File: src/sv/mfsk_pkg.sv
`default_nettype none

package mfsk_pkg;

  // field widths fixed by the stream format
  localparam int SAMPLE_W = 15;
  localparam int SYMBOL_W = 3;
  localparam int TONE_W   = 4;
  localparam int LENGTH_W = 16;

  // defaults for top-level parameters
  localparam int TABLE_POINTS_DEFAULT = 100;
  localparam int QUEUE_DEPTH_DEFAULT  = 4;

  // sine table scaling
  localparam int  AMPLITUDE = 16383;
  localparam real HALF_PI   = 1.5707963267948966;

  localparam logic [TONE_W-1:0]   SEPARATOR_TONE       = 4'd1;
  localparam logic [LENGTH_W-1:0] SEGMENT_LENGTH_RESET = 16'd10000;

  // segment sequencer states
  typedef enum logic [1:0] {
    KIND_LEAD,
    KIND_TONE,
    KIND_SEP,
    KIND_DONE
  } kind_t;

  // per-beat flags, symbol_taken in the low bit
  typedef struct packed {
    logic done;
    logic taken;
  } beat_flags_t;

  // symbol value to tone number
  function automatic logic [TONE_W-1:0] tone_of_symbol(input logic [SYMBOL_W-1:0] sym);
    logic [TONE_W-1:0] tone;
    unique case (sym)
      3'b000: tone = 4'd3;
      3'b001: tone = 4'd5;
      3'b010: tone = 4'd2;
      3'b011: tone = 4'd9;
      3'b100: tone = 4'd4;
      3'b101: tone = 4'd7;
      3'b110: tone = 4'd6;
      3'b111: tone = 4'd10;
    endcase
    return tone;
  endfunction

endpackage

`default_nettype wire

File: src/sv/mfsk_front.sv
`default_nettype none

module mfsk_front #(
  parameter int TABLE_POINTS = mfsk_pkg::TABLE_POINTS_DEFAULT
) (
  input  wire logic                                  clk,
  input  wire logic                                  rst,
  input  wire logic                                  accept,
  input  wire logic [mfsk_pkg::SYMBOL_W-1:0]         symbol_bits,
  input  wire logic                                  last_symbol,
  input  wire logic [mfsk_pkg::LENGTH_W-1:0]         segment_length,
  output logic [$clog2(TABLE_POINTS)-1:0]            push_idx,
  output mfsk_pkg::beat_flags_t                      push_flags,
  output mfsk_pkg::kind_t                            kind
);

  localparam int IdxW = $clog2(TABLE_POINTS);

  mfsk_pkg::kind_t                    kind_next;
  logic [mfsk_pkg::LENGTH_W-1:0]      pos, pos_next;
  logic [mfsk_pkg::TONE_W-1:0]        tone, tone_next, tone_eff;
  logic [IdxW-1:0]                    acc, acc_next;
  logic                               final_flag, final_flag_next;
  logic                               latch, seg_end;
  logic [IdxW:0]                      acc_sum;

  // symbol latch on first tick of a tone segment
  assign latch    = (kind == mfsk_pkg::KIND_TONE) && (pos == '0);
  assign tone_eff = latch ? mfsk_pkg::tone_of_symbol(symbol_bits) : tone;
  assign seg_end  = ({1'b0, pos} + 17'd1) >= {1'b0, segment_length};

  // table index advances by the tone number, modulo table size
  assign acc_sum = {1'b0, acc} + (IdxW+1)'(tone_eff);

  assign push_idx         = acc;
  assign push_flags.taken = latch;
  assign push_flags.done  = (kind == mfsk_pkg::KIND_DONE);

  // next state
  always_comb begin
    kind_next       = kind;
    pos_next        = pos;
    tone_next       = tone;
    acc_next        = acc;
    final_flag_next = final_flag;
    if (accept && kind != mfsk_pkg::KIND_DONE) begin
      tone_next = tone_eff;
      if (latch) begin
        final_flag_next = last_symbol;
      end
      if (seg_end) begin
        pos_next = '0;
        acc_next = '0;
        unique case (kind)
          mfsk_pkg::KIND_TONE: begin
            kind_next = mfsk_pkg::KIND_SEP;
            tone_next = mfsk_pkg::SEPARATOR_TONE;
          end
          mfsk_pkg::KIND_SEP: begin
            kind_next = final_flag ? mfsk_pkg::KIND_DONE : mfsk_pkg::KIND_TONE;
          end
          mfsk_pkg::KIND_LEAD: begin
            kind_next = mfsk_pkg::KIND_TONE;
          end
          default: begin
            kind_next = kind;
          end
        endcase
      end else begin
        pos_next = pos + 16'd1;
        if (acc_sum >= (IdxW+1)'(TABLE_POINTS)) begin
          acc_next = IdxW'(acc_sum - (IdxW+1)'(TABLE_POINTS));
        end else begin
          acc_next = acc_sum[IdxW-1:0];
        end
      end
    end
  end

  // state register
  always_ff @(posedge clk) begin
    if (rst) begin
      kind       <= mfsk_pkg::KIND_LEAD;
      pos        <= '0;
      tone       <= mfsk_pkg::SEPARATOR_TONE;
      acc        <= '0;
      final_flag <= 1'b0;
    end else begin
      kind       <= kind_next;
      pos        <= pos_next;
      tone       <= tone_next;
      acc        <= acc_next;
      final_flag <= final_flag_next;
    end
  end

endmodule

`default_nettype wire

File: src/sv/mfsk_queue.sv
`default_nettype none

module mfsk_queue #(
  parameter int WIDTH = 8,
  parameter int DEPTH = mfsk_pkg::QUEUE_DEPTH_DEFAULT
) (
  input  wire logic             clk,
  input  wire logic             rst,
  input  wire logic             push,
  input  wire logic [WIDTH-1:0] push_data,
  output logic                  full,
  input  wire logic             pop,
  output logic [WIDTH-1:0]      pop_data,
  output logic                  not_empty
);

  localparam int PtrW = $clog2(DEPTH);
  localparam int CntW = $clog2(DEPTH + 1);

  logic [WIDTH-1:0] store [DEPTH];
  logic [PtrW-1:0]  wr_ptr, rd_ptr;
  logic [CntW-1:0]  count;

  assign full      = (count == CntW'(DEPTH));
  assign not_empty = (count != '0);
  assign pop_data  = store[rd_ptr];

  // entry write
  always_ff @(posedge clk) begin
    if (push) begin
      store[wr_ptr] <= push_data;
    end
  end

  // pointers and fill count
  always_ff @(posedge clk) begin
    if (rst) begin
      wr_ptr <= '0;
      rd_ptr <= '0;
      count  <= '0;
    end else begin
      if (push) begin
        wr_ptr <= (wr_ptr == PtrW'(DEPTH - 1)) ? '0 : wr_ptr + 1'b1;
      end
      if (pop) begin
        rd_ptr <= (rd_ptr == PtrW'(DEPTH - 1)) ? '0 : rd_ptr + 1'b1;
      end
      if (push && !pop) begin
        count <= count + 1'b1;
      end else if (pop && !push) begin
        count <= count - 1'b1;
      end
    end
  end

endmodule

`default_nettype wire

File: src/sv/mfsk_back.sv
`default_nettype none

module mfsk_back #(
  parameter int TABLE_POINTS = mfsk_pkg::TABLE_POINTS_DEFAULT
) (
  input  wire logic                                clk,
  input  wire logic                                rst,
  input  wire logic                                q_valid,
  input  wire logic [$clog2(TABLE_POINTS)-1:0]     q_idx,
  input  wire mfsk_pkg::beat_flags_t               q_flags,
  output logic                                     pop,
  output logic                                     out_valid,
  input  wire logic                                out_ready,
  output logic signed [mfsk_pkg::SAMPLE_W-1:0]     out_sample,
  output mfsk_pkg::beat_flags_t                    out_flags
);

  logic signed [mfsk_pkg::SAMPLE_W-1:0] rom [TABLE_POINTS];

  // sine table: quadrant folded, magnitude truncated, sign applied after
  for (genvar m = 0; m < TABLE_POINTS; m++) begin : g_rom
    localparam int  Quad   = ((4 * m) / TABLE_POINTS) % 4;
    localparam int  Offs   = (4 * m) % TABLE_POINTS;
    localparam real Angle  = mfsk_pkg::HALF_PI * Offs / TABLE_POINTS;
    localparam real Unit   = (Quad % 2 == 0) ? $sin(Angle) : $cos(Angle);
    localparam int  MagRaw = $rtoi(mfsk_pkg::AMPLITUDE * Unit);
    localparam int  Mag    = (MagRaw > mfsk_pkg::AMPLITUDE) ? mfsk_pkg::AMPLITUDE : MagRaw;
    localparam int  Value  = (Quad >= 2) ? -Mag : Mag;
    assign rom[m] = mfsk_pkg::SAMPLE_W'(Value);
  end

  assign pop = q_valid && (!out_valid || out_ready);

  // output register valid
  always_ff @(posedge clk) begin
    if (rst) begin
      out_valid <= 1'b0;
    end else if (pop) begin
      out_valid <= 1'b1;
    end else if (out_ready) begin
      out_valid <= 1'b0;
    end
  end

  // table read into output register
  always_ff @(posedge clk) begin
    if (pop) begin
      out_sample <= q_flags.done ? '0 : rom[q_idx];
      out_flags  <= q_flags;
    end
  end

endmodule

`default_nettype wire

File: src/sv/mfsk_tone_modulator.sv
// channel   dir  beat contents
// s_axis    in   tdata[2:0] symbol_bits, tlast last_symbol
// m_axis    out  tdata[14:0] sample, tuser[0] symbol_taken, tuser[1] done_res
// cfg       in   cfg_wr_data segment_length, written when cfg_wr_en is high
//
// one sample out per beat in; a beat is taken every cycle while the queue has room
// an input beat passes through the queue entry, then the table read into the output register
// rst is synchronous; after it the leading separator plays, segment length 10000
// an output stall fills the queue, then s_axis_tready drops until a slot frees
`default_nettype none

module mfsk_tone_modulator #(
  parameter int TABLE_POINTS = mfsk_pkg::TABLE_POINTS_DEFAULT,
  parameter int QUEUE_DEPTH  = mfsk_pkg::QUEUE_DEPTH_DEFAULT
) (
  input  wire logic        clk,
  input  wire logic        rst,
  input  wire logic        s_axis_tvalid,
  output logic             s_axis_tready,
  input  wire logic [7:0]  s_axis_tdata,   // [2:0] symbol_bits
  input  wire logic        s_axis_tlast,   // last_symbol
  output logic             m_axis_tvalid,
  input  wire logic        m_axis_tready,
  output logic [15:0]      m_axis_tdata,   // [14:0] sample
  output logic [1:0]       m_axis_tuser,   // [0] symbol_taken, [1] done_res
  input  wire logic        cfg_wr_en,
  input  wire logic [15:0] cfg_wr_data     // segment_length
);

  localparam int IdxW = $clog2(TABLE_POINTS);
  localparam int CmdW = IdxW + $bits(mfsk_pkg::beat_flags_t);

  logic [mfsk_pkg::LENGTH_W-1:0]        segment_length;
  logic                                 accept, q_full, q_valid, q_pop;
  logic [IdxW-1:0]                      push_idx, q_idx;
  mfsk_pkg::beat_flags_t                push_flags, q_flags, out_flags;
  mfsk_pkg::kind_t                      front_kind;
  logic [CmdW-1:0]                      q_head;
  logic signed [mfsk_pkg::SAMPLE_W-1:0] out_sample;

  // segment length register
  always_ff @(posedge clk) begin
    if (rst) begin
      segment_length <= mfsk_pkg::SEGMENT_LENGTH_RESET;
    end else if (cfg_wr_en) begin
      segment_length <= cfg_wr_data;
    end
  end

  assign s_axis_tready = !q_full;
  assign accept        = s_axis_tvalid && s_axis_tready;

  // front: segment sequencing
  mfsk_front #(
    .TABLE_POINTS(TABLE_POINTS)
  ) u_front (
    .clk           (clk),
    .rst           (rst),
    .accept        (accept),
    .symbol_bits   (s_axis_tdata[mfsk_pkg::SYMBOL_W-1:0]),
    .last_symbol   (s_axis_tlast),
    .segment_length(segment_length),
    .push_idx      (push_idx),
    .push_flags    (push_flags),
    .kind          (front_kind)
  );

  // command queue between front and back
  mfsk_queue #(
    .WIDTH(CmdW),
    .DEPTH(QUEUE_DEPTH)
  ) u_queue (
    .clk      (clk),
    .rst      (rst),
    .push     (accept),
    .push_data({push_flags, push_idx}),
    .full     (q_full),
    .pop      (q_pop),
    .pop_data (q_head),
    .not_empty(q_valid)
  );

  assign q_idx   = q_head[IdxW-1:0];
  assign q_flags = q_head[CmdW-1:IdxW];

  // back: table lookup and output register
  mfsk_back #(
    .TABLE_POINTS(TABLE_POINTS)
  ) u_back (
    .clk       (clk),
    .rst       (rst),
    .q_valid   (q_valid),
    .q_idx     (q_idx),
    .q_flags   (q_flags),
    .pop       (q_pop),
    .out_valid (m_axis_tvalid),
    .out_ready (m_axis_tready),
    .out_sample(out_sample),
    .out_flags (out_flags)
  );

  assign m_axis_tdata = {1'b0, out_sample};
  assign m_axis_tuser = out_flags;

  // once done, the sequencer never leaves it
  a_done_sticky: assert property (@(posedge clk) disable iff (rst)
    front_kind == mfsk_pkg::KIND_DONE |=> front_kind == mfsk_pkg::KIND_DONE)
    else $error("sequencer left done state");

  // done beats carry silence and never a taken symbol
  a_done_quiet: assert property (@(posedge clk) disable iff (rst)
    m_axis_tvalid && m_axis_tuser[1] |-> m_axis_tdata == 16'd0 && !m_axis_tuser[0])
    else $error("done beat with sample or symbol");

  // table index from the phase step stays inside the table
  a_idx_range: assert property (@(posedge clk) disable iff (rst)
    q_pop |-> {1'b0, q_idx} < (IdxW+1)'(TABLE_POINTS))
    else $error("table index out of range");

endmodule

`default_nettype wire

File: config.mk
export PLATFORM = sky130hd
export DESIGN_NAME = mfsk_tone_modulator
export DESIGN_NICKNAME = d
export VERILOG_FILES = /design/src/sv/mfsk_pkg.sv /design/src/sv/mfsk_front.sv /design/src/sv/mfsk_queue.sv /design/src/sv/mfsk_back.sv /design/src/sv/mfsk_tone_modulator.sv
export SDC_FILE = /design/constraint.sdc
export NUM_CORES = 1
export LEC_CHECK = 0
export ABC_AREA = 1
export BUFFER_PORTS_ARGS = -buffer_cell sky130_fd_sc_hd__buf_2
export CAP_MARGIN = 20
export CORE_MARGIN = 2
export CORE_UTILIZATION = 35
export CTS_BUF_LIST = sky130_fd_sc_hd__clkbuf_4 sky130_fd_sc_hd__clkbuf_8
export CTS_CLUSTER_SIZE = 12
export DETAILED_ROUTE_END_ITERATION = 7
export PLACE_DENSITY = 0.63
export SKIP_LAST_GASP = 1
export SYNTH_ARGS = -nofsm -noshare
export SYNTH_HDL_FRONTEND = slang
export SYNTH_SLANG_ARGS = --single-unit
File: constraint.sdc
create_clock -name clk -period 4 [get_ports clk]
set_input_delay 0.2 -clock clk [delete_from_list [all_inputs] [get_ports clk]]
set_output_delay 0.2 -clock clk [all_outputs]
set_load 0.02 [all_outputs]
# Yosys cells after proc, flatten, opt, wreduce, memory -nomap -nowiden
# Memory sizes are Yosys's and may differ from the RTL's. A register that Yosys moved wholly into a read port is not among the register bits.
# Index checks and enable logic that the tools add are counted.
[op_classes]
n_div = 0
shifts = 0
mux = 18
n_lt_le_gt_ge = 2
bitwise = 1
n_reduce_logical = 19
eq_ne = 7
addsub = 8
n_mul = 0
[ops]
columns = ["operator", "count"]
rows = [
  ["$add 16x1->17 const B", 1],
  ["$ge 17x16->1", 1],
  ["$add 16x1->16 const B", 1],
  ["$logic_not 16->1", 1],
  ["$mux 16", 1],
  ["$mux 7", 2],
  ["$mux 4", 3],
  ["$mux 2", 5],
  ["$add 7x4->8", 1],
  ["$eq 2x2->1 const B", 4],
  ["$ge 8x7->1 const B", 1],
  ["$not 7->8", 1],
  ["$sub 7x7->7 const B", 1],
  ["$logic_and 1x1->1", 6],
  ["$mux 3", 2],
  ["$pmux 2 s3", 1],
  ["$reduce_bool 3->1", 2],
  ["$add 2x1->2 const B", 2],
  ["$logic_not 1->1", 4],
  ["$mux 1", 4],
  ["$reduce_bool 2->1", 2],
  ["$add 3x1->3 const B", 1],
  ["$eq 3x3->1 const B", 1],
  ["$reduce_and 3->1", 1],
  ["6 further kinds", 6],
]
[totals]
out_inout_bits = 20
romBits = 1952
mem_count = 3
inputBits = 30
latchBits = 0
ramBits = 36
register_bits = 56
[mem_list]
columns = ["name", "words", "width", "rd", "rd_clocked_by_memory_dff", "write_ports", "line_no", "text"]
rows = [
  ["(name not given)", 128, 15, 1, 1, 0, "mfsk_back.sv:48", "out_sample <= q_flags.done ? '0 : rom[q_idx];"],
  ["u_queue.store", 4, 9, 1, 1, 1, "mfsk_queue.sv:20", "logic [WIDTH-1:0] store [DEPTH];"],
  ["(name not given)", 8, 4, 1, 0, 0, "mfsk_pkg.sv:39", "unique case (sym)"],
]

# Logic depth before layout (Yosys ltp)
# Gate-level depths: netlist of run 1.
[logic_depth]
ltp_word = 7
depth_mapped = 24
mapped_depth_nobuf = 24

# Cells and area by module
# A second synthesis of run 1 with hierarchy kept.
[unflattened]
hier_cells = 1131
area_unflattened_um2 = 7965.1
[by_module_without_submodules]
columns = ["mod", "instances", "seq_area_each_um2", "cells_per_inst", "area_each_um2"]
rows = [
  ["mfsk_front", 1, 600.6, 426, 2797.7],
  ["mfsk_back", 1, 530.5, 462, 2593.7],
  ["mfsk_queue", 1, 1261.2, 146, 1895.6],
  ["mfsk_tone_modulator", 1, 320.3, 97, 678.2],
]

# Least setup slack after synthesis of run 1
# No wires, ideal clock.
[synth_timing]
path_kind = "register to register"
from = "reg u_front.pos[0] (netlist name)"
to = "reg u_front.acc[3] (netlist: u_front.push_idx[3])"
setup_time_ns = 0.128
synth_period_minus_slack_ns = 3.044
n_path_buf = 0
t_required_ns = 3.872
path_stages_with_launch = 25
arrival_time_ns = 2.917
slack_ns = 0.956
path_cell_list = "dfxtp_1 inv_1 ha_1 nand2_1 nor2_1 nand3_1 nor2_1 nand2_1 nand2_1 o21ai_0 ha_1 fa_1 nand2_1 inv_1 nor2_1 inv_1 ha_1 nand3_1 nand3_1 nand2_1 nand2_1 nand2_1 nor2_1 nor2_1 nor2_1"
[synth_between]
elab_chain_len = 7
word_cells_on_any_way = 10
[synth_lines]
columns = ["element", "line_no", "text"]
rows = [
  ["from (decl)", "mfsk_front.sv:20", "logic [mfsk_pkg::LENGTH_W-1:0] pos, pos_next;"],
  ["from (signal assigned)", "mfsk_front.sv:90", "pos <= pos_next;"],
  ["$logic_not 16->1", "mfsk_front.sv:28", "assign latch = (kind == mfsk_pkg::KIND_TONE) && (pos == '0);"],
  ["$logic_and 1x1->1", "mfsk_front.sv:28", ""],
  ["$mux 4", "mfsk_front.sv:29", "assign tone_eff = latch ? mfsk_pkg::tone_of_symbol(symbol_bits) : tone;"],
  ["$add 7x4->8", "mfsk_front.sv:33", "assign acc_sum = {1'b0, acc} + (IdxW+1)'(tone_eff);"],
  ["$sub 7x7->7 / $ge 8x7->1 (equally long branches)", "mfsk_front.sv:72, mfsk_front.sv:71", ""],
  ["$mux 7", "mfsk_front.sv:71", "if (acc_sum >= (IdxW+1)'(TABLE_POINTS)) begin"],
  ["$mux 7 (*)", "mfsk_front.sv:51", "if (seg_end) begin"],
  ["to (signal assigned)", "mfsk_front.sv:92", "acc <= acc_next;"],
  ["to (decl)", "mfsk_front.sv:22", "logic [IdxW-1:0] acc, acc_next;"],
]
# Every way passes the cells marked *; elsewhere a longest branch is shown, timed or not.
# A chain may end at the register's enable or synchronous reset.

# Worst setup path after layout of run 1
[layout_timing]
from = "reg u_front.pos[0] (netlist name)"
to = "reg u_front.pos[15] (netlist name)"
[layout_between]
elab_chain_len = 3
word_cells_on_any_way = 4
[layout_lines]
columns = ["element", "line_no", "text"]
rows = [
  ["$add 16x1->17", "mfsk_front.sv:30", "assign seg_end = ({1'b0, pos} + 17'd1) >= {1'b0, segment_length};"],
  ["$ge 17x16->1", "mfsk_front.sv:30", ""],
  ["$mux 16 (*)", "mfsk_front.sv:51", ""],
]
# Marked as above.

==> impl_metrics.yaml, run 1 <==
yosys:
  netlist_area_um2: 7350
  ys_ff_latch: 109
  seq_area_frac_synth: 0.369
  synth_edf_count: 53
  avgSynthCellArea_um2: 7.05
  ys.flop_type: "dfxtp_1"
  syn_nets: 1117
  ys_warn_count: 0
  async_flop_share: 0
  synth_cells: 1042
  synthDistinctLibCells: 49
sta:
  hold_viol: 0
  fin_crit_ns: 3.52
  rsz0062_at_grt: "no"
  setup_violations: 0
  timing.final.crit_share: 0.881
  finClkSkew_ns: 0.00848
  setup_tns_ns: 0
  max-slew-margin-rel: 0.342
  slew_violations: 0
  fmax_ghz: 0.284
  worst_slew_pin_slew_ns: 0.978
status:
  status: "finished clean"
clock_network:
  cts_htree_levels: 3
  cts.sinks: 109
  cts_tree: "yes"
  clkSlewWorstSetupHoldPaths_ns: 0.11
  clkLatencyLatePin_ns: 0.40
  cts_buffers: 9
  clockRootBuffer: "clkbuf_8"
  clock_path_buffers: 2
finish:
  post-route-util: 0.386
  drive_above_1_share: 0.0897
  final_nets: 1151
  antenna_cells: 0
  areaGrowthSynthToFinish_pct: 9.36
  nFillCells: 2220
die:
  die_w_um: 149
  start_util: 0.353
  fp-row-count: 53
  dieArea_um2: 22200
  core_area_um2: 20800
  fp.dieH_um: 149
  num_io_pins: 50
setup_path:
  cpPeakStageDelay_ns: 0.43
  cpMostUsedCell: "nand2_1"
  cp-start-kind: "flop"
  crit_slowest_cell: "dfxtp_1"
  path_class: "reg2reg"
  crit_path_cell_trace: "ha_1 > nand2_1 > nor2_2 > nand3_2 > nor2_1 > nand4_1 > nor2_1 > xor2_1 > inv_1 > ha_1 > nand2_1 > inv_1 > nand2_1 > nor2_1 > a21oi_1 > nand2_1 > nand2_1 > nand2_1 > nand2_1 > nand3_2 > clkinv_2 > nand2_1 > a21oi_1"
  cp_data_arrival_time_ns: 3.79
  crit_required_ns: 4.27
  cp-end-kind: "flop"
  cp_max_fo: 19
global_routing:
  antenna_found_initial: 0
  track_usage: 0.184
  grt_max_degree: 42
  grt_pass1_vias: 6413
  grt_pass1_wl_um: 32300
  overflow: 0
placed_design:
  hpwl_um: 14500
  gp_congestion: 0.984
  io_buffers: 43
drt:
  num_vias: 6970
  route.detailed.drc: 0
  wl_per_cell_um: 14.7
  vias_per_cell: 5.14
  finalWirelength_um: 20000
  ant_nets: 0
  dr.pass1.iters: 6
  drt_iter0_drc: 864
power:
  power_density_nw_per_um2: 779
  leakage_uw: 0.00377
  ir_drop_mv: 0.328
worst_hold_path:
  hp-class: "in2reg"
job:
  maxCapViolations: 0
[critical path: cells and delay by family (launching register included)]
kind,cells,cell delay (ns)
buffers and inverters,3,0.44
DFF,1,0.43
AOI/OAI and AO/OA,2,0.15
xor gates and xnor gates,1,0.16
adders and majority gates,2,0.51
and+or+nand+nor,15,1.70
[worst paths after layout]
check	start	end	slack (ns)	depth (start not counted)
max	u_front.pos[0]	u_front.pos[15]	0.48	23
max reg2reg	u_front.pos[0]	u_front.pos[15]	0.48	23
min	s_axis_tlast	u_front.final_flag	0.06	2
min reg2reg	segment_length[1]	segment_length[1]	0.47	2
[flip-flops by register name, indices dropped and copies added (netlist names), named ones only]
register	cells
u_queue.store	36
segment_length	16
u_front.pos	16
u_back.out_sample	15
u_front.push_idx	7
u_front.tone	4
u_queue.count	3
u_back.out_flags	2
u_front.kind	2
u_queue.rd_ptr	2
u_queue.wr_ptr	2
u_back.out_valid	1
u_front.final_flag	1
[cells in the final DEF (no fill, tap or decap), drive strengths merged, types with 2 or more instances in the layout]
cell and count:
nand2 301, inv 133, nand3 99, nor2 96, a21oi 83, o21ai 71
dfxtp 56, buf 54, edfxtp 53, ha 43, xor2 13, nand4 12
clkbuf 9, o211ai 8, a31oi 8, dlygate4sd3 6, o22ai 4, clkinv 4
nor3 3, o31ai 3, nand3b 2, fa 2, xnor2 2, a21boi 2
[routing by layer]
metal | vias to the layer above | wire (um) | share of wire | GRT usage
li1 | 3496 | - | - | -
met4 | 0 | 541 | 0.027 | 0.0638
met3 | 42 | 1460 | 0.073 | 0.0358
met2 | 290 | 9060 | 0.45 | 0.300
met1 | 3142 | 8930 | 0.45 | 0.243
met5 | - | 0 | 0 | 0
[Yosys cell counts (2+ instances only)]
cell type  number  area share
a21oi_1        83       0.057
a31oi_1         8      0.0068
buf_1           2      0.0010
buf_2          10      0.0068
buf_4           4      0.0041
buf_6           8       0.012
clkbuf_1       13      0.0066
dfxtp_1        56        0.15
edfxtp_1       53        0.22
fa_1            2      0.0054
ha_1           43       0.073
inv_1         122       0.062
inv_2           5      0.0026
nand2_1       292        0.15
nand2_2         9      0.0077
nand3_1        97       0.066
nand3_2         2      0.0027
nand3b_1        2      0.0020
nand4_1        12       0.010
nor2_1         91       0.046
nor2_2          5      0.0043
nor3_1          3      0.0020
o211ai_1        8      0.0082
o21ai_0        65       0.044
o21ai_1         6      0.0041
o22ai_1         4      0.0034
o31ai_1         3      0.0031
xor2_1         13       0.015
[final cells by class]
cell class              instances  area, um^2  area share
multi-input cells             766        3920       0.488
flip-flops and latches        109        2710       0.337
inverters                     130         497      0.0618
repair buffers                 60         358      0.0445
well taps                     275         344      0.0428
clock buffers                   9         124      0.0154
clock inverters                 7        81.3      0.0101
[stage by stage]
stage                     cell area, um^2  hold WS [ns]  std cells  worst slack [ns]  total power (uW)
after global placement               7770         0.412       1334             0.497              5510
after global routing                 8040        0.0485       1356          0.000919              6730
final                                8040        0.0626       1356             0.476              6260
after CTS                            8040        0.0372       1356             0.427              6160
after detailed placement             7770         0.419       1334             0.478              5450
after floorplan                      7350         0.300       1042             0.956              4420
[kinds of logic after synthesis]
| kind of cell | share of synthesized area |
|---|---|
| buf+inv | 0.0982 |
| compound gates | 0.139 |
| flops | 0.369 |
| fa+ha+maj | 0.0800 |
| mux | 0.00136 |
| other cells | 0.000510 |
| simple gates | 0.293 |
| xor+xnor | 0.0189 |
[power by group]
part | switching, uW | total (uW) | internal (uW) | leakage (uW)
clock | 440 | 694 | 255 | 0.000106
combinational | 2880 | 4030 | 1150 | 0.00271
sequential | 93.3 | 1530 | 1440 | 0.000958
[what timing repair did]
item | in CTS | in global routing
hold buffers | 6 | 0
hold endpoints to repair | 6 | 0
endpoints found under the setup margin | 0 | 11
buffers inserted | 0 | 0
resized for setup | 0 | 1
Power figures use the tool's default switching activity.
==> run 2, diff against run 1 <==
--- a/config.mk
+++ b/config.mk
@@ -5,10 +5,9 @@
 export SDC_FILE = /design/constraint.sdc
 export NUM_CORES = 1
 export LEC_CHECK = 0
-export ABC_AREA = 1
 export BUFFER_PORTS_ARGS = -buffer_cell sky130_fd_sc_hd__buf_2
 export CAP_MARGIN = 20
-export CORE_MARGIN = 2
+export CORE_MARGIN = 4
 export CORE_UTILIZATION = 35
 export CTS_BUF_LIST = sky130_fd_sc_hd__clkbuf_4 sky130_fd_sc_hd__clkbuf_8
 export CTS_CLUSTER_SIZE = 12
==> run 2 against run 1 <==
Via count increased by 3.2%. Register-to-register slack got worse by 0.42 ns. Critical path depth is 4 lower. Setup slack worse by 0.42 ns. Critical path type unchanged. Clock skew rose by 0.014 ns. Hold slack lost 0.044 ns. Highest routed layer unchanged. Cell area rose by 12%. Combinational power down 2%.
==> impl_metrics.yaml, run 2 <==
yosys:
  synth_xor_area_frac: 0.0266
  synth_compound_area_frac: 0.219
  synth_edf_count: 53
  ys.flop_type: "dfxtp_1"
  syn_nets: 954
  synth_most_common_cell: "nand2_1"
  synthDistinctLibCells: 79
  yosys.area_share.simple: 0.196
  seq_area_frac_synth: 0.358
  synth_top_family_by_area: "compound AO/OA/AOI/OAI gates"
  ys_ff_latch: 109
  synth_fa_ha_area_frac: 0.0764
  netlist_area_um2: 7570
  yosysTopAreaCell: "edfxtp_1"
  synth_area_leaders: "edfxtp_1, dfxtp_1, ha_1"
  ys_top_cells_by_count: "nand2_1, nor2_1, a21oi_1"
  async_flop_share: 0
  synth_top_area_share: 0.210
  synth_cells: 879
  ys_warn_count: 0
  synth.area.mux_share: 0.0666
  avgSynthCellArea_um2: 8.61
die:
  start_util: 0.358
  dieArea_um2: 24000
  fp-row-count: 53
  num_io_pins: 50
  die_w_um: 155
  core_area_um2: 21200
  fp.dieH_um: 155
finish:
  nFillCells: 2084
  fin_cells: 1234
  final_nets: 1029
  multi_input_area_um2: 4710
  areaGrowthSynthToFinish_pct: 18.9
  layout_common_cells: "nand2_1, buf_4, nor2_1"
  regMostFlops: "u_queue.store"
  largest_reg_flops: 36
  largestRegisters: "u_queue.store (36), segment_length (16), u_front.pos (16)"
  antenna_cells: 0
  final_common_cell: "nand2_1"
  ff_latch_area_um2: 2720
  drive_above_1_share: 0.217
global_routing:
  overflow: 0
  antenna_found_initial: 0
  track_usage: 0.182
  grt_max_degree: 51
  grt_pass1_vias: 6807
  grt_pass1_wl_um: 35500
sta:
  fmax_ghz: 0.253
  setup_ws_ns: 0.0512
  rsz0062_at_grt: "yes"
  finClkSkew_ns: 0.0221
  slew_violations: 0
  setup_violations: 0
  hold_viol: 0
  fin_crit_ns: 3.95
  max-slew-margin-rel: 0.391
  whs_ns: 0.0182
  timing.final.crit_share: 0.987
  setup_tns_ns: 0
  worst_slew_pin_slew_ns: 0.913
power:
  leakage_uw: 0.00355
  clkPwrFrac: 0.115
  p_comb_frac: 0.640
  ir_drop_mv: 0.313
  sw_frac_of_total: 0.518
  p_seq_frac: 0.245
  total_power_uw: 6190
  power_density_nw_per_um2: 688
  p_sw_uw: 3210
  intPower_uw: 2980
drt:
  num_vias: 7195
  finalWirelength_um: 22600
  route.detailed.drc: 0
  ant_nets: 0
  drt_iter0_drc: 866
  dr.pass1.iters: 6
  wl_per_cell_um: 18.3
  vias_per_cell: 5.83
clock_network:
  cts_htree_levels: 3
  clock_path_buffers: 2
  clkLatencyLatePin_ns: 0.41
  clockRootBuffer: "clkbuf_8"
  cts_tree: "yes"
  cts_buffers: 9
  clkSlewWorstSetupHoldPaths_ns: 0.13
  cts.sinks: 109
job:
  maxCapViolations: 0
setup_path:
  cp-start-kind: "flop"
  cp_max_fo: 3
  path_class: "reg2reg"
  crit_required_ns: 4.31
  cp_data_arrival_time_ns: 4.26
  regToRegSetupSlack_ns: 0.05
  cp-end-kind: "flop"
placed_design:
  hpwl_um: 15000
  dp_cells: 1193
  place_worst_setup_slack_ns: -0.103
  io_buffers: 43
  gp_congestion: 0.987
worst_hold_path:
  hp-class: "in2reg"
status:
  status: "finished clean"
-- run 2: path summary, 6_finish.rpt --
| check | endpoint | startpoint | cells after the start |
|---|---|---|---|
| worst min register to register | u_back.out_valid | u_back.out_valid | 2 |
| worst max register to register | u_front.push_idx[2] | u_front.pos[5] | 19 |
| worst max-delay path | u_front.push_idx[2] | u_front.pos[5] | 19 |
| worst min-delay path | segment_length[2] | cfg_wr_data[2] | 3 |
-- run 2: worst max-delay path: stages, from the launching register on --
cell       delay [ns]
dfxtp_2          0.36
nor4_4           0.27
nand2_2          0.11
nor3_4           0.31
mux2_4           0.36
ha_4             0.23
a211oi_4         0.27
nor2_4           0.09
xor2_2           0.17
inv_2            0.08
ha_2             0.17
nor3b_4          0.28
a2111oi_4        0.07
a221oi_2         0.29
and2_4           0.20
a31oi_4          0.04
buf_4            0.16
buf_6            0.11
xnor2_2          0.11
a32o_1           0.19
-- run 2: stage by stage --
step           area [um^2]   util
6_report              9000  0.426
3_5_place_dp          8340  0.394
2_1_floorplan         7610      -
3_3_place_gp          8340  0.394
4_1_cts               8840  0.418
5_1_grt               9000  0.426
-- run 2: timing repair --
item,in CTS,in global routing
hold endpoints to repair,5,0
gates resized for setup,24,24
hold buffers,5,0
setup endpoints to repair,4,5
setup buffers,18,7
pin swaps,14,20
-- run 2: area by class of cell --
| class | instances | share of cell area |
|---|---|---|
| clock buffers | 9 | 0.0138 |
| clock inverters | 7 | 0.00987 |
| inverters | 39 | 0.0165 |
| multi-input cells | 669 | 0.523 |
| flip-flops and latches | 109 | 0.302 |
| well taps | 275 | 0.0382 |
| repair buffers | 126 | 0.0966 |
-- run 2: metal layers --
metal	up-vias	track usage	part of all wire
li1	3397	-	-
met1	3334	0.233	0.42
met2	383	0.295	0.46
met3	81	0.0437	0.085
met4	0	0.0749	0.038
met5	-	0	0
-- run 2: cell families (layout without fill, tap and decap cells) --
kind of cell    Yosys count  in the layout
simple gates            310            310
compound gates          248            248
flops                   109            109
buf+inv                 101            181
fa+ha+maj                45             45
mux                      42             42
xor+xnor                 23             23
other cells               1              1
-- run 2: power groups by stage --
| stage | clock (uW) | sequential [uW] | combinational (uW) |
|---|---|---|---|
| after floorplan | 0 | 1640 | 2580 |
| after global placement | 0 | 1540 | 3820 |
| after detailed placement | 0 | 1550 | 3780 |
| after CTS | 733 | 1520 | 3800 |
| after global routing | 779 | 1540 | 4220 |
| final | 713 | 1520 | 3960 |
==> run 3, diff against run 2 <==
--- a/config.mk
+++ b/config.mk
@@ -5,7 +5,7 @@
 export SDC_FILE = /design/constraint.sdc
 export NUM_CORES = 1
 export LEC_CHECK = 0
-export BUFFER_PORTS_ARGS = -buffer_cell sky130_fd_sc_hd__buf_2
+export BUFFER_PORTS_ARGS = -buffer_cell sky130_fd_sc_hd__clkbuf_2
 export CAP_MARGIN = 20
 export CORE_MARGIN = 4
 export CORE_UTILIZATION = 35
==> run 3 against run 2 <==
The flow now finishes with violations (design-rule violations). Die area did not move. Core utilization fell by 0.33 points. Register-to-register slack improved by 0.05 ns. Global-route usage fell by 0.47 points. Cell area fell by 0.76%. Via count fell by 0.93%. Combinational power rose by 1%. Critical path depth rose by 1. Fmax rose by 1.2%. Non-clock buffer count fell by 5. Clock-buffer cell count rose by 2. Power rose by 0.58%. Critical endpoint is now u_front.push_idx[3].
==> impl_metrics.yaml, run 3 (synthesis gave the netlist of run 2 again) <==
global_routing:
  overflow: 0
  grt_pass1_wl_um: 35000
  track_usage: 0.177
  grt_pass1_vias: 6790
  grt_max_degree: 51
  antenna_found_initial: 0
setup_path:
  r2r_end: "u_front.push_idx[3]"
  crit_slowest_cell: "mux2_4"
  cp_data_arrival_time_ns: 4.19
  cp-start-kind: "flop"
  cpPeakStageDelay_ns: 0.35
  cp-end-kind: "flop"
  cp_max_fo: 3
  crit_start: "u_front.pos[5]"
  cpMostUsedCell: "buf_4"
  crit_required_ns: 4.29
  r2r_start: "u_front.pos[5]"
  path_class: "reg2reg"
  crit_path_cell_trace: "nor4_2 > nand2_1 > nor3_4 > mux2_4 > ha_4 > a211oi_4 > buf_4 > buf_4 > buf_4 > buf_4 > buf_4 > buf_4 > buf_4 > buf_4 > o21bai_4 > a21o_1 > and2_4 > a31oi_4 > mux2_4 > a22o_1"
  regToRegSetupSlack_ns: 0.1
  reg2regPathDepth: 20
drt:
  vias_per_cell: 5.80
  dr.pass1.iters: 8
  drt_iter0_drc: 687
  finalWirelength_um: 22100
  wl_met2_um: 10100
  highest_layer: "met4"
  ant_nets: 0
  route.detailed.drc: 1
  wl_per_cell_um: 18.0
  num_vias: 7128
  met1_length_um: 9210
  wl_met3_um: 1780
worst_hold_path:
  min_path_cells: 3
  hp-class: "in2reg"
  hold_start: "cfg_wr_data[13]"
  min_to: "segment_length[13]"
die:
  num_io_pins: 50
  core_area_um2: 21200
  dieArea_um2: 24000
  die_w_um: 155
  fp-row-count: 53
  start_util: 0.358
  fp.dieH_um: 155
power:
  leakage_uw: 0.00352
  ir_drop_mv: 0.300
  power_density_nw_per_um2: 697
finish:
  final_common_cell: "nand2_1"
  layout_common_cells: "nand2_1, buf_4, nor2_1"
  largest_reg_flops: 36
  areaGrowthSynthToFinish_pct: 18.0
  largestRegisters: "u_queue.store (36), segment_length (16), u_front.pos (16)"
  final_nets: 1024
  nFillCells: 2079
  final_area_um2: 8930
  drive_above_1_share: 0.215
  regMostFlops: "u_queue.store"
  antenna_cells: 0
placed_design:
  io_buffers: 43
  gp_congestion: 1.02
  place_area_um2: 8360
  hpwl_um: 14900
sta:
  max-slew-margin-rel: 0.353
  finClkSkew_ns: 0.0173
  setup_tns_ns: 0
  rsz0062_at_grt: "yes"
  fin_crit_ns: 3.90
  setup_violations: 0
  fmax_ghz: 0.256
  timing.final.crit_share: 0.975
  worst_slew_pin_slew_ns: 0.969
  slew_violations: 0
  hold_viol: 0
clock_network:
  cts_htree_levels: 3
  clkSlewWorstSetupHoldPaths_ns: 0.11
  clock_path_buffers: 2
  clkLatencyLatePin_ns: 0.38
  cts_tree: "yes"
  cts_buffers: 9
  cts.sinks: 109
  clockRootBuffer: "clkbuf_8"
status:
  violations: "design-rule violations"
  status: "finished, violations left"
job:
  maxCapViolations: 0
## run 3: changes by cell type in the layout (fill, tap and decap cells not counted), sizes merged
cell	before	now
dlygate4sd3	5	2
buf	121	76
clkbuf	9	54
clkinv	7	4
bufinv	0	1
## run 3: worst max path at each step
stage | to | slack (ns)
after global routing | u_front.push_idx[4] | -0.07
after detailed placement | u_front.push_idx[3] | -0.12
after CTS | u_front.push_idx[3] | -0.09
after global placement | u_front.push_idx[3] | -0.07
final | u_front.push_idx[3] | 0.1
after floorplan | u_front.push_idx[3] | 0.006
## run 3: where the power goes
part	leakage (uW)	total, uW	switching, uW	internal, uW
Sequential	0.000973	1510	84.5	1430
Combinational	0.00244	4000	2680	1320
Clock	0.000107	722	407	315
Total	0.00352	6230	3170	3060
## run 3: metrics by stage
stage               hold slack, ns  setup slack (ns)  cells  power (uW)   util
floorplan                    0.330           0.00595    879        4220      -
global placement             0.417           -0.0691   1196        5390  0.395
detailed placement           0.423            -0.125   1196        5340  0.395
CTS                        0.00251           -0.0921   1226        6090  0.414
global route                0.0118           -0.0672   1229        6570  0.422
finish                      0.0276            0.0987   1229        6230  0.422
## run 3: repair_timing
item,in CTS,in global routing
pin swaps,11,14
hold buffers,2,0
endpoints found under the hold margin,2,0
buffers inserted,13,4
gates resized for setup,18,23
setup endpoints to repair,3,5
## run 3: worst max-delay path: cells and delay by family (launching register included)
family,cells,cell delay (ns)
AOI/OAI and AO/OA,5,0.88
adders and majority gates,1,0.25
buffers and inverters,8,0.80
DFF,1,0.34
muxes,2,0.67
and+or+nand+nor,4,0.86
## run 3: layout make-up
class	instances	area, um^2	area share
Clock buffer	11	139	0.0155
Clock inverter	5	67.6	0.00756
Inverter	39	146	0.0164
Multi-Input combinational cell	669	4710	0.527
Sequential cell	109	2720	0.304
Tap cell	275	344	0.0385
Timing Repair Buffer	121	810	0.0906
## run 3: layer usage
layer	GRT usage	up-vias
li1	-	3385
met5	0	-
met2	0.290	377
met1	0.227	3272
met3	0.0312	94
met4	0.0866	0
